===== src/sv/tild_pkg.sv =====
// Shared types and constants for the terminal input line discipline.
// Used by the front classifier, the command queue, the back executor and the top level.
package tild_pkg;

    localparam int LEN_W = 6;   // line length counter width
    localparam int CNT_W = 7;   // result counter width per command
    localparam int PRE_N = 4;   // fixed results a command can carry ahead of its tail

    // configuration register indexes
    localparam logic [2:0] CFG_INPUT_FLAGS  = 3'd0;
    localparam logic [2:0] CFG_LOCAL_FLAGS  = 3'd1;
    localparam logic [2:0] CFG_SIGNAL_CHARS = 3'd2;
    localparam logic [2:0] CFG_FLOW_CHARS   = 3'd3;
    localparam logic [2:0] CFG_EDIT_CHARS   = 3'd4;
    localparam logic [2:0] CFG_PACKET_MODE  = 3'd5;
    localparam logic [2:0] CFG_SIG_TARGET   = 3'd6;

    // reset values
    localparam logic [4:0]  RST_INPUT_FLAGS  = 5'd20;
    localparam logic [6:0]  RST_LOCAL_FLAGS  = 7'd127;
    localparam logic [23:0] RST_SIGNAL_CHARS = 24'd1711107;
    localparam logic [15:0] RST_FLOW_CHARS   = 16'd4371;
    localparam logic [31:0] RST_EDIT_CHARS   = 32'd1408772;

    // result destinations
    localparam logic [1:0] DEST_ECHO   = 2'd0;
    localparam logic [1:0] DEST_DATA   = 2'd1;
    localparam logic [1:0] DEST_SIGNAL = 2'd2;
    localparam logic [1:0] DEST_EOF    = 2'd3;

    // signal codes
    localparam logic [1:0] SIG_NONE = 2'd0;
    localparam logic [1:0] SIG_INTR = 2'd1;
    localparam logic [1:0] SIG_QUIT = 2'd2;
    localparam logic [1:0] SIG_SUSP = 2'd3;

    // characters
    localparam logic [7:0] CH_TAB     = 8'h09;
    localparam logic [7:0] CH_NL      = 8'h0A;
    localparam logic [7:0] CH_CR      = 8'h0D;
    localparam logic [7:0] CH_BS      = 8'h08;
    localparam logic [7:0] CH_SPACE   = 8'h20;
    localparam logic [7:0] CH_CARET   = 8'h5E;
    localparam logic [7:0] CH_QMARK   = 8'h3F;
    localparam logic [7:0] CH_DEL     = 8'h7F;
    localparam logic [7:0] CTL_OFFSET = 8'h40;
    localparam logic [7:0] PKT_STOP   = 8'h04;
    localparam logic [7:0] PKT_START  = 8'h08;

    typedef struct packed {
        logic [4:0]  input_flags;
        logic [6:0]  local_flags;
        logic [23:0] signal_chars;
        logic [15:0] flow_chars;
        logic [31:0] edit_chars;
        logic        packet_mode;
        logic        sig_target;
    } cfg_t;

    typedef struct packed {
        logic [1:0] dest;
        logic [7:0] value;
        logic [1:0] sig;
    } res_t;

    // one classified byte: fixed results, then a tail that walks the line store
    typedef struct packed {
        res_t [PRE_N-1:0] pre;
        logic [2:0]       npre;
        logic             deliver;   // tail is line data, else backspace rubouts
        logic [LEN_W-1:0] tail_n;
        logic             wr_en;
        logic [LEN_W-1:0] wr_addr;
        logic [7:0]       wr_data;
        logic             stopped;
    } cmd_t;

endpackage


===== src/sv/tild_front.sv =====
// Front end: input processing and classification of each received byte into a command.
// Owns line length and flow state. Depends on tild_pkg.
module tild_front
    import tild_pkg::*;
#(
    parameter int LINE_CAPACITY = 60
) (
    input  logic       aclk,
    input  logic       aresetn,
    input  cfg_t       cfg,
    input  logic       s_tvalid,
    output logic       s_tready,
    input  logic [7:0] s_tdata,
    input  logic       q_full,
    output logic       q_push,
    output cmd_t       q_cmd
);

    logic [LEN_W-1:0] len_reg, len_next, len_st;
    logic             stopped_reg, stopped_next;
    logic [7:0]       c;
    logic [1:0]       sig;
    logic             ign, need, accept;
    cmd_t             cmd;

    function automatic cmd_t push_res(cmd_t cm, logic [1:0] d, logic [7:0] v, logic [1:0] s);
        res_t r;
        r.dest  = d;
        r.value = v;
        r.sig   = s;
        cm.pre[cm.npre[1:0]] = r;
        cm.npre = cm.npre + 3'd1;
        return cm;
    endfunction

    function automatic cmd_t echo_out(cmd_t cm, logic [7:0] v, logic stp);
        if (!stp) begin
            cm = push_res(cm, DEST_ECHO, v, SIG_NONE);
        end
        return cm;
    endfunction

    function automatic cmd_t echo_byte(cmd_t cm, logic [7:0] ch, logic [6:0] lf, logic stp);
        if (lf[2]) begin
            if (lf[5] && ch < CH_SPACE && ch != CH_NL && ch != CH_CR && ch != CH_TAB) begin
                cm = echo_out(cm, CH_CARET, stp);
                cm = echo_out(cm, ch + CTL_OFFSET, stp);
            end else if (lf[5] && ch == CH_DEL) begin
                cm = echo_out(cm, CH_CARET, stp);
                cm = echo_out(cm, CH_QMARK, stp);
            end else begin
                cm = echo_out(cm, ch, stp);
            end
        end
        return cm;
    endfunction

    always_comb begin
        c = s_tdata;
        if (cfg.input_flags[0]) begin
            c[7] = 1'b0;
        end
        ign = 1'b0;
        if (c == CH_CR) begin
            if (cfg.input_flags[1]) begin
                ign = 1'b1;
            end else if (cfg.input_flags[2]) begin
                c = CH_NL;
            end
        end else if (c == CH_NL && cfg.input_flags[3]) begin
            c = CH_CR;
        end

        sig = SIG_NONE;
        if (cfg.local_flags[0]) begin
            if (c == cfg.signal_chars[7:0]) begin
                sig = SIG_INTR;
            end else if (c == cfg.signal_chars[15:8]) begin
                sig = SIG_QUIT;
            end else if (c == cfg.signal_chars[23:16]) begin
                sig = SIG_SUSP;
            end
        end

        cmd          = '0;
        len_next     = len_reg;
        len_st       = len_reg;
        stopped_next = stopped_reg;

        if (ign) begin
            cmd = '0;
        end else if (sig != SIG_NONE) begin
            cmd = echo_byte(cmd, c, cfg.local_flags, stopped_reg);
            if (cfg.local_flags[2]) begin
                cmd = echo_out(cmd, CH_NL, stopped_reg);
            end
            len_next = '0;
            if (cfg.sig_target) begin
                cmd = push_res(cmd, DEST_SIGNAL, 8'd0, sig);
            end
        end else if (cfg.input_flags[4] && c == cfg.flow_chars[7:0] && !stopped_reg) begin
            stopped_next = 1'b1;
            if (cfg.packet_mode) begin
                cmd = push_res(cmd, DEST_ECHO, PKT_STOP, SIG_NONE);
            end
        end else if (cfg.input_flags[4] && c == cfg.flow_chars[15:8] && stopped_reg) begin
            stopped_next = 1'b0;
            if (cfg.packet_mode) begin
                cmd = push_res(cmd, DEST_ECHO, PKT_START, SIG_NONE);
            end
        end else if (!cfg.local_flags[1]) begin
            cmd = echo_byte(cmd, c, cfg.local_flags, stopped_reg);
            cmd = push_res(cmd, DEST_DATA, c, SIG_NONE);
        end else if (c == cfg.edit_chars[7:0]) begin
            if (len_reg != '0) begin
                cmd.deliver = 1'b1;
                cmd.tail_n  = len_reg;
                len_next    = '0;
            end else begin
                cmd = push_res(cmd, DEST_EOF, 8'd0, SIG_NONE);
            end
        end else if (c == cfg.edit_chars[15:8]) begin
            if (len_reg != '0) begin
                len_next = len_reg - 1'b1;
                if (cfg.local_flags[3] && cfg.local_flags[2]) begin
                    cmd = echo_out(cmd, CH_BS, stopped_reg);
                end
            end
        end else if (c == cfg.edit_chars[23:16]) begin
            len_next = '0;
            if (cfg.local_flags[6]) begin
                // one backspace per stored byte, walked by the back end
                if (cfg.local_flags[3] && cfg.local_flags[2] && !stopped_reg) begin
                    cmd.tail_n = len_reg;
                end
            end else if (cfg.local_flags[4] && cfg.local_flags[2]) begin
                cmd = echo_out(cmd, CH_NL, stopped_reg);
            end
        end else begin
            cmd = echo_byte(cmd, c, cfg.local_flags, stopped_reg);
            if (len_reg < LEN_W'(LINE_CAPACITY)) begin
                cmd.wr_en   = 1'b1;
                cmd.wr_addr = len_reg;
                cmd.wr_data = c;
                len_st      = len_reg + 1'b1;
            end
            if (c == CH_NL || c == cfg.edit_chars[31:24]) begin
                cmd.deliver = 1'b1;
                cmd.tail_n  = len_st;
                len_next    = '0;
            end else begin
                len_next = len_st;
            end
        end
        cmd.stopped = stopped_next;
    end

    assign need     = (cmd.npre != 3'd0) || (cmd.tail_n != '0) || cmd.wr_en;
    assign s_tready = !q_full;
    assign accept   = s_tvalid && s_tready;
    assign q_push   = accept && need;
    assign q_cmd    = cmd;

    always_ff @(posedge aclk) begin
        if (!aresetn) begin
            len_reg     <= '0;
            stopped_reg <= 1'b0;
        end else if (accept) begin
            len_reg     <= len_next;
            stopped_reg <= stopped_next;
        end
    end

endmodule


===== src/sv/tild_cmd_fifo.sv =====
// Two-entry command queue between the front classifier and the back executor.
// Depends on tild_pkg for cmd_t.
module tild_cmd_fifo
    import tild_pkg::*;
(
    input  logic aclk,
    input  logic aresetn,
    input  logic push,
    input  cmd_t push_cmd,
    output logic full,
    input  logic pop,
    output logic avail,
    output cmd_t pop_cmd
);

    cmd_t       entry_reg [2];
    logic       wr_ptr_reg, rd_ptr_reg;
    logic [1:0] count_reg;

    assign full    = count_reg == 2'd2;
    assign avail   = count_reg != 2'd0;
    assign pop_cmd = entry_reg[rd_ptr_reg];

    always_ff @(posedge aclk) begin
        if (push) begin
            entry_reg[wr_ptr_reg] <= push_cmd;
        end
    end

    always_ff @(posedge aclk) begin
        if (!aresetn) begin
            wr_ptr_reg <= 1'b0;
            rd_ptr_reg <= 1'b0;
            count_reg  <= 2'd0;
        end else begin
            if (push) begin
                wr_ptr_reg <= !wr_ptr_reg;
            end
            if (pop) begin
                rd_ptr_reg <= !rd_ptr_reg;
            end
            case ({push, pop})
                2'b10:   count_reg <= count_reg + 2'd1;
                2'b01:   count_reg <= count_reg - 2'd1;
                default: count_reg <= count_reg;
            endcase
        end
    end

endmodule


===== src/sv/tild_back.sv =====
// Back end: executes queued commands, owns the line store and the output register.
// Emits one result word per cycle while a command runs and the receiver accepts. Depends on tild_pkg.
module tild_back
    import tild_pkg::*;
#(
    parameter int LINE_CAPACITY = 60
) (
    input  logic aclk,
    input  logic aresetn,
    input  logic cmd_avail,
    input  cmd_t cmd,
    output logic cmd_pop,
    output logic out_valid,
    input  logic out_ready,
    output res_t out_res,
    output logic out_stopped,
    output logic out_last
);

    localparam int AW = (LINE_CAPACITY > 1) ? $clog2(LINE_CAPACITY) : 1;

    localparam logic ST_IDLE = 1'b0;
    localparam logic ST_RUN  = 1'b1;

    logic [7:0]       store_mem [LINE_CAPACITY];
    logic [7:0]       rd_q_reg;
    logic             state_reg;
    cmd_t             cur_reg;
    logic [CNT_W-1:0] k_reg, total;
    logic [LEN_W-1:0] t_reg, t_next;
    logic             can_load, emit, is_pre, last, wr_now;
    res_t             res;
    logic             out_valid_reg, out_stopped_reg, out_last_reg;
    res_t             out_res_reg;

    assign total    = CNT_W'(cur_reg.npre) + CNT_W'(cur_reg.tail_n);
    assign can_load = !out_valid_reg || out_ready;
    assign emit     = (state_reg == ST_RUN) && can_load;
    assign is_pre   = k_reg < CNT_W'(cur_reg.npre);
    assign last     = k_reg == (total - 1'b1);
    assign cmd_pop  = (state_reg == ST_IDLE) && cmd_avail;
    assign wr_now   = cmd_pop && cmd.wr_en;

    always_comb begin
        if (cmd_pop) begin
            t_next = '0;
        end else if (emit && !is_pre) begin
            t_next = t_reg + 1'b1;
        end else begin
            t_next = t_reg;
        end
    end

    always_comb begin
        if (is_pre) begin
            res = cur_reg.pre[k_reg[1:0]];
        end else if (cur_reg.deliver) begin
            res.dest  = DEST_DATA;
            res.value = rd_q_reg;
            res.sig   = SIG_NONE;
        end else begin
            res.dest  = DEST_ECHO;
            res.value = CH_BS;
            res.sig   = SIG_NONE;
        end
    end

    // line store; read data follows the tail index, with write-through on a same-cycle hit
    always_ff @(posedge aclk) begin
        if (wr_now) begin
            store_mem[cmd.wr_addr[AW-1:0]] <= cmd.wr_data;
        end
        if (wr_now && cmd.wr_addr == t_next) begin
            rd_q_reg <= cmd.wr_data;
        end else if (t_next < LEN_W'(LINE_CAPACITY)) begin
            rd_q_reg <= store_mem[t_next[AW-1:0]];
        end
    end

    always_ff @(posedge aclk) begin
        if (!aresetn) begin
            state_reg <= ST_IDLE;
            k_reg     <= '0;
            t_reg     <= '0;
        end else begin
            t_reg <= t_next;
            unique case (state_reg)
                ST_IDLE: begin
                    if (cmd_pop) begin
                        k_reg <= '0;
                        if (cmd.npre != 3'd0 || cmd.tail_n != '0) begin
                            state_reg <= ST_RUN;
                        end
                    end
                end
                ST_RUN: begin
                    if (emit) begin
                        k_reg <= k_reg + 1'b1;
                        if (last) begin
                            state_reg <= ST_IDLE;
                        end
                    end
                end
                default: state_reg <= ST_IDLE;
            endcase
        end
    end

    always_ff @(posedge aclk) begin
        if (cmd_pop) begin
            cur_reg <= cmd;
        end
        if (emit) begin
            out_res_reg     <= res;
            out_stopped_reg <= cur_reg.stopped;
            out_last_reg    <= last;
        end
    end

    always_ff @(posedge aclk) begin
        if (!aresetn) begin
            out_valid_reg <= 1'b0;
        end else if (emit) begin
            out_valid_reg <= 1'b1;
        end else if (out_ready) begin
            out_valid_reg <= 1'b0;
        end
    end

    assign out_valid   = out_valid_reg;
    assign out_res     = out_res_reg;
    assign out_stopped = out_stopped_reg;
    assign out_last    = out_last_reg;

endmodule


===== src/sv/terminal_input_line_discipline_top.sv =====
// Terminal input line discipline: input processing, signal and flow keys, line editing.
// Top level: configuration registers, front classifier, command queue, back executor.
//
// Usage:
//   s_tvalid/s_tready/s_tdata carry typed bytes in, one byte per word.
//   m_tvalid/m_tready/m_tdata/m_tuser/m_tlast carry results out; m_tlast marks
//   the final result word caused by one input byte. Bytes that cause nothing
//   (ignored CR, erase on an empty line, echo while stopped) produce no word.
//   cfg_valid/cfg_ready/cfg_index/cfg_data write configuration register
//   cfg_index; cfg_ready is always high, indexes past the list are ignored.
// Timing:
//   The front classifies a byte in the cycle it is accepted and queues a command.
//   The back takes one command at a time and emits all its result words before it
//   takes the next; line delivery and kill rubout walk the line store one byte per
//   cycle while the receiver accepts. The first result word passes through the
//   queue entry, the back's command register and the output register. The front
//   keeps taking bytes while the two-entry queue has room.
// Reset: configuration returns to defaults, the line is empty, output running.
//   The line store is not cleared. A stalled receiver holds the output word and
//   backs up the queue, which then deasserts s_tready.
module terminal_input_line_discipline_top
    import tild_pkg::*;
#(
    parameter int LINE_CAPACITY = 60
) (
    input  logic        aclk,
    input  logic        aresetn,
    input  logic        s_tvalid,
    output logic        s_tready,
    input  logic [7:0]  s_tdata,     // [7:0] rx_byte
    output logic        m_tvalid,
    input  logic        m_tready,
    output logic [15:0] m_tdata,     // [7:0] value, [8] output_stopped, [15:9] zero
    output logic [3:0]  m_tuser,     // [1:0] destination, [3:2] signal_code
    output logic        m_tlast,
    input  logic        cfg_valid,
    output logic        cfg_ready,
    input  logic [2:0]  cfg_index,
    input  logic [31:0] cfg_data
);

    cfg_t cfg_reg;
    logic q_full, q_push, q_avail, q_pop;
    cmd_t q_in, q_out;
    res_t res;
    logic res_stopped;

    assign cfg_ready = 1'b1;

    always_ff @(posedge aclk) begin
        if (!aresetn) begin
            cfg_reg.input_flags  <= RST_INPUT_FLAGS;
            cfg_reg.local_flags  <= RST_LOCAL_FLAGS;
            cfg_reg.signal_chars <= RST_SIGNAL_CHARS;
            cfg_reg.flow_chars   <= RST_FLOW_CHARS;
            cfg_reg.edit_chars   <= RST_EDIT_CHARS;
            cfg_reg.packet_mode  <= 1'b0;
            cfg_reg.sig_target   <= 1'b0;
        end else if (cfg_valid && cfg_ready) begin
            unique case (cfg_index)
                CFG_INPUT_FLAGS:  cfg_reg.input_flags  <= cfg_data[4:0];
                CFG_LOCAL_FLAGS:  cfg_reg.local_flags  <= cfg_data[6:0];
                CFG_SIGNAL_CHARS: cfg_reg.signal_chars <= cfg_data[23:0];
                CFG_FLOW_CHARS:   cfg_reg.flow_chars   <= cfg_data[15:0];
                CFG_EDIT_CHARS:   cfg_reg.edit_chars   <= cfg_data;
                CFG_PACKET_MODE:  cfg_reg.packet_mode  <= cfg_data[0];
                CFG_SIG_TARGET:   cfg_reg.sig_target   <= cfg_data[0];
                default:          cfg_reg              <= cfg_reg;
            endcase
        end
    end

    tild_front #(
        .LINE_CAPACITY(LINE_CAPACITY)
    ) u_front (
        .aclk    (aclk),
        .aresetn (aresetn),
        .cfg     (cfg_reg),
        .s_tvalid(s_tvalid),
        .s_tready(s_tready),
        .s_tdata (s_tdata),
        .q_full  (q_full),
        .q_push  (q_push),
        .q_cmd   (q_in)
    );

    tild_cmd_fifo u_fifo (
        .aclk    (aclk),
        .aresetn (aresetn),
        .push    (q_push),
        .push_cmd(q_in),
        .full    (q_full),
        .pop     (q_pop),
        .avail   (q_avail),
        .pop_cmd (q_out)
    );

    tild_back #(
        .LINE_CAPACITY(LINE_CAPACITY)
    ) u_back (
        .aclk       (aclk),
        .aresetn    (aresetn),
        .cmd_avail  (q_avail),
        .cmd        (q_out),
        .cmd_pop    (q_pop),
        .out_valid  (m_tvalid),
        .out_ready  (m_tready),
        .out_res    (res),
        .out_stopped(res_stopped),
        .out_last   (m_tlast)
    );

    assign m_tdata = {7'd0, res_stopped, res.value};
    assign m_tuser = {res.sig, res.dest};

endmodule


===== config.mk =====
export PLATFORM = sky130hd
export DESIGN_NAME = terminal_input_line_discipline_top
export DESIGN_NICKNAME = d
export VERILOG_FILES = /design/src/sv/tild_pkg.sv /design/src/sv/tild_front.sv /design/src/sv/tild_cmd_fifo.sv /design/src/sv/tild_back.sv /design/src/sv/terminal_input_line_discipline_top.sv
export SDC_FILE = /design/constraint.sdc
export NUM_CORES = 1
export LEC_CHECK = 0
export BUFFER_PORTS_ARGS = -buffer_cell sky130_fd_sc_hd__buf_2
export CAP_MARGIN = 20
export CORE_ASPECT_RATIO = 1.1
export CORE_MARGIN = 3
export CORE_UTILIZATION = 45
export DETAILED_ROUTE_END_ITERATION = 10
export MAX_ROUTING_LAYER = met4
export SLEW_MARGIN = 20
export SYNTH_ARGS = -nofsm -noshare
export SYNTH_HDL_FRONTEND = slang
export SYNTH_SLANG_ARGS = --single-unit

===== constraint.sdc =====
create_clock -name aclk -period 6.6 [get_ports aclk]
set_input_delay 0.33 -clock aclk [delete_from_list [all_inputs] [get_ports aclk]]
set_output_delay 0.33 -clock aclk [all_outputs]
set_load 0.005 [all_outputs]

Yosys cells after proc, flatten, opt, wreduce, memory -nomap -nowiden:

Memory sizes are Yosys's and may differ from the RTL's. A register that Yosys moved wholly into a read port is not among the register bits.
Cells that the tools add are included.
Widths: inputs -> output; s select.

* memory bits (writable): 628
* memories kept: 2
* memory bits (read-only): 0
* flip-flop bits (word level): 185
* output and inout port bits: 24
* latch bits: 0
* word-level logic and storage cells: 347

* eq/ne operators: 33
* multiply operators: 0
* divide/modulo/power cells: 0
* bitwise operators: 14
* reduce and logical (&&, ||, !) cells: 61
* muxes and demuxes: 159
* order comparisons: 23
* shifts and indexed selects: 0
* add/sub/neg operators: 18

Memories
* u_back.store_mem: depth 60, bits a word 8, read ports 1, clocked after Yosys merged registers in 1, wr ports 1, RTL line tild_back.sv:25 `logic [7:0] store_mem [LINE_CAPACITY];`
* u_fifo.entry_reg: depth 2, bits a word 74, read ports 1, clocked after Yosys merged registers in 1, wr ports 1, RTL line tild_cmd_fifo.sv:16 `cmd_t entry_reg [2];`

Operators by type and width (count)
* $mux 74: 72
* $bwmux 48: 5
* $demux 12 s2: 9
* $mux 12: 11
* $mux 32: 4
* $mux 6: 15
* $and 24x24->24: 3
* $eq 8x8->1: 9
* $not 24->24: 3
* $or 24x24->24: 3
* $and 40x40->40: 1
* $not 40->40: 1
* $mux 36: 1
* $mux 35: 1
* $mux 8: 4
* $mux 31: 1
* $lt 2x3->1 const B: 10
* $mux 15: 2
* $logic_and 1x1->1: 29
* $mux 7: 4
* $add 3x1->3 const B: 9
* $bmux 12 s2: 1
* $eq 8x4->1 const B: 3
* $ne 8x4->1 const B: 3
* 42 further kinds: 104

Longest topological paths before layout:

* word-level depth: 50
* mapped depth: 22
* mapped depth without buffers: 20

By module:

A second synthesis with hierarchy kept.

* cells, all modules: 2766
* area, all modules: 36042.1 um^2

By module, submodules not included
* tild_back: times used 1, cells an instance 1632, sequential area each 17146.4 um^2, area an instance 23515.1 um^2
* tild_cmd_fifo: times used 1, cells an instance 252, sequential area each 4544.4 um^2, area an instance 5551.6 um^2
* terminal_input_line_discipline_top: times used 1, cells an instance 357, sequential area each 1721.7 um^2, area an instance 3560.9 um^2
* tild_front: times used 1, cells an instance 525, sequential area each 140.1 um^2, area an instance 3414.5 um^2

Worst setup path after synthesis:

OpenSTA, ideal clock, no wires.

* path type: input-to-reg
* start: input s_tdata[4]
* end: memory u_fifo.entry_reg[0][0] (netlist bit), enable pin
* slack: -0.111 ns
* stages: 14
* library setup time: 0.507 ns
* data arrival time: 6.204 ns
* cell sequence: buf_6 > nor4b_4 > a41oi_2 > a21o_1 > buf_6 > a2111o_1 > or3_4 > a31oi_1 > clkbuf_1 > nand3_1 > o211ai_4 > or4_4 > o21ai_2 > nor2_1

RTL lines
* from (decl): RTL line terminal_input_line_discipline_top.sv:30 `input logic [7:0] s_tdata,`
* to (decl): RTL line tild_cmd_fifo.sv:16

==> impl_metrics.toml <==
[synth]
synth.largest_area_cell = "edfxtp_1"
synth-edff-count = 709
yosysSeqAreaShare_pct = 65.7
ys_top_cells_by_count = "709 x edfxtp_1, 586 x nand2_1, 234 x nand3_1"
yosysUniqueCellTypes = 93
ys_seq_elements = 822
synthTopCellsByArea = "edfxtp_1 59%, dfxtp_1 6.3%, nand2_1 6.1%, nand3_1 3.3%, mux2i_1 3.1%"
synth.most_common_cell = "edfxtp_1"
syn_inst = 2907
synth_top_area_share_pct = 59.4
synth-warning-count = 0
synth_area_mm2 = 0.0359
ys_dominant_reg_cell = "edfxtp_1"
synthArstFlopShare_pct = 0
synth.avg_cell_area_um2 = 12.3

[sta]
rsz0062_at_grt = "false"
slew_headroom_pct = 31.6
finalHoldViolCount = 0
drv_slew = 0
fin_worst_skew_ps = 38.7
min_period_ps = 5470
fin_tns_setup_ps = 0
worstMarginPinSlew_ps = 1030
timing.fmax_mhz = 183
fin_crit_sh_pct = 82.9
setup_viol = 0

[die]
start_util_pct = 45.9
fp.dieH_um = 302
io_pins = 72
fp.dieArea_mm2 = 0.0831
coreArea_mm2 = 0.0782
fp-row-count = 107
fp.dieW_um = 275

[run_status]
status = "finished, final reports clean"

[placement]
gp_congestion = 0.939
io_buffers = 63
dp.cells = 3893
placed_cell_area_mm2 = 0.0373
place_hpwl_um = 62100

[power_and_ir_drop]
finalPower_mw = 14.4
power.leakage_nw = 13.9
p_per_area_mw_per_mm2 = 356
swShare_pct = 27.6
ir_worst_vdd_mv = 0.223
p_seq_share_pct = 46.8
clkPwrFrac_pct = 35.5
p_int_mw = 10.5
p_comb_share_pct = 17.8
p_sw_mw = 3.99

[global_routing]
first_global_vias = 23000
overflow = 0
grt_max_degree = 94
grt_pass1_wl_um = 145000
track_usage_pct = 23.7
antenna_found_initial = 0

[run]
maxCapViolations = 0

[worst_setup_path]
cp_num_buf_inv = 0
critPathTopFamily = "simple AND/OR/NAND/NOR gates"
worst-setup-path-type = "register to register"
critPathLaunchType = "register"
cp_max_fo = 14
slowest_delay_ps = 680
crit_chain = "or4b_1 -> o41ai_2 -> o311ai_0 -> a211oi_1 -> nand2_1 -> nand3_1 -> o221ai_1 -> and3_1 -> or4_4 -> o21ai_2 -> ha_1 -> or3_1 -> a21boi_0"
slowest_stage = "or4b_1"
cp.required_ps = 7150
cp-end-kind = "register"
crit_arrival_ps = 6030
r2r_setup_slack_ps = 1130

[clocking]
cts_made_buffers = 86
cts_sinks = 822
clk_path_buf_depth = 3
clock_latency_ps = 650
htree_levels = 3
cts-root-buf = "clkbuf_16"
cts_tree = "yes"
postCtsSetupBuffers = 0
clk_pin_slew_worst_paths_ps = 60

[final_layout]
design_area_mm2 = 0.0406
largest_reg_flops = 480
diodes = 0
fin_cells = 4080
syn_to_final_growth_pct = 13.1
nets = 3044
drive_gt1_share_pct = 12.6

[routing]
vias_per_cell = 5.77
drc = 0
routedWlPerCell_um = 23.4
ant_nets = 0
drt_iter0_markers = 1857
routed_wl_um = 95400
num_vias = 23500
firstDrtPassIters = 6

[min_path]
worstHoldPathType = "input port to register"
## cell families (layout without fill, tap and decap cells)
family | count (synthesis) | in the layout | synth area share, %
compound gates | 372 | 372 | 7.69
xor+xnor | 71 | 71 | 1.73
fa+ha+maj | 24 | 24 | 0.858
buf+inv | 250 | 367 | 2.93
flops | 822 | 822 | 65.7
mux | 202 | 202 | 6.45
other cells | 2 | 23 | 0.0209
simple gates | 1164 | 1164 | 14.6
## metrics by stage
step	setup WS [ps]	hold WS [ps]	utilization (%)
2_1_floorplan	-111	400	-
3_3_place_gp	982	443	47.7
3_5_place_dp	837	412	47.7
4_1_cts	1170	2.98	51.9
5_1_grt	810	33.2	51.9
6_report	1130	37.7	51.9
## final cells by class
cell class	count	area, µm²
clock buffer	111	2370
clock inverter	50	657
fill	6741	37600
inverter	64	241
multi-input combinational	1856	11400
sequential	822	23600
tap	1035	1290
timing repair buffer	142	1030
## power by group through the flow
stage | logic [mW] | clock network [mW] | registers [mW]
floorplan | 1.65 | 0 | 6.80
global placement | 2.53 | 0 | 6.84
detailed placement | 2.59 | 0 | 6.86
CTS | 2.61 | 5.23 | 6.76
global route | 2.80 | 5.44 | 6.80
finish | 2.57 | 5.12 | 6.75
## layout by cell type, fill, tap and decap left out, types with 13 or more instances in the layout
master | Yosys | layout
a211oi_1 | 40 | 40
dlygate4sd3_1 | 0 | 26
mux2i_1 | 112 | 111
clkbuf_1 | 117 | 15
edfxtp_1 | 709 | 709
buf_4 | 10 | 50
mux2_2 | 74 | 74
o22ai_1 | 20 | 20
a311oi_1 | 21 | 21
nand4_1 | 26 | 26
clkinv_1 | 3 | 13
clkbuf_16 | 0 | 88
buf_2 | 31 | 62
nor2b_1 | 23 | 22
xor2_1 | 34 | 34
a31oi_1 | 27 | 27
xnor2_1 | 37 | 37
nor2_1 | 147 | 145
inv_1 | 60 | 60
nand2_1 | 586 | 586
o21ai_0 | 32 | 31
and2_1 | 29 | 29
clkinv_2 | 0 | 13
and3_1 | 35 | 35
nor4_1 | 13 | 13
nand3_1 | 234 | 234
mux4_2 | 16 | 16
dfxtp_1 | 113 | 112
ha_1 | 23 | 23
conb_1 | 2 | 23
a21boi_0 | 56 | 56
a21oi_1 | 49 | 47
bufinv_16 | 0 | 13
nor3_1 | 21 | 21
## worst min-delay path, cell delays in order
cell and delay [ps]:
buf_2 150, nand2_1 60, a21boi_0 60
## path summary, 6_finish.rpt
path | startpoint | end | cells past startpoint
max | cfg_reg[82] | u_fifo.count_reg[1] | 13
min | cfg_data[6] | cfg_reg[56] | 3
max reg2reg | cfg_reg[82] | u_fifo.count_reg[1] | 13
min reg2reg | u_back.cur_reg[0] | u_back.out_stopped | 0
## per-layer routing
| metal | up-vias | share of wire (%) | track usage [%] |
|---|---|---|---|
| met1 | 11700 | 41 | 29.3 |
| met2 | 854 | 51 | 40.1 |
| met3 | 203 | 5.0 | 2.71 |
| met4 | 0 | 3.7 | 8.92 |
| met5 | - | 0 | - |
| li1 | 10800 | - | - |
## timing repair
action                    4_1_cts  5_1_grt
hold endpoints to repair       51        0
resized for setup               0        0
hold buffers                   26        0
No activity file was read; power rests on OpenSTA's default activity.
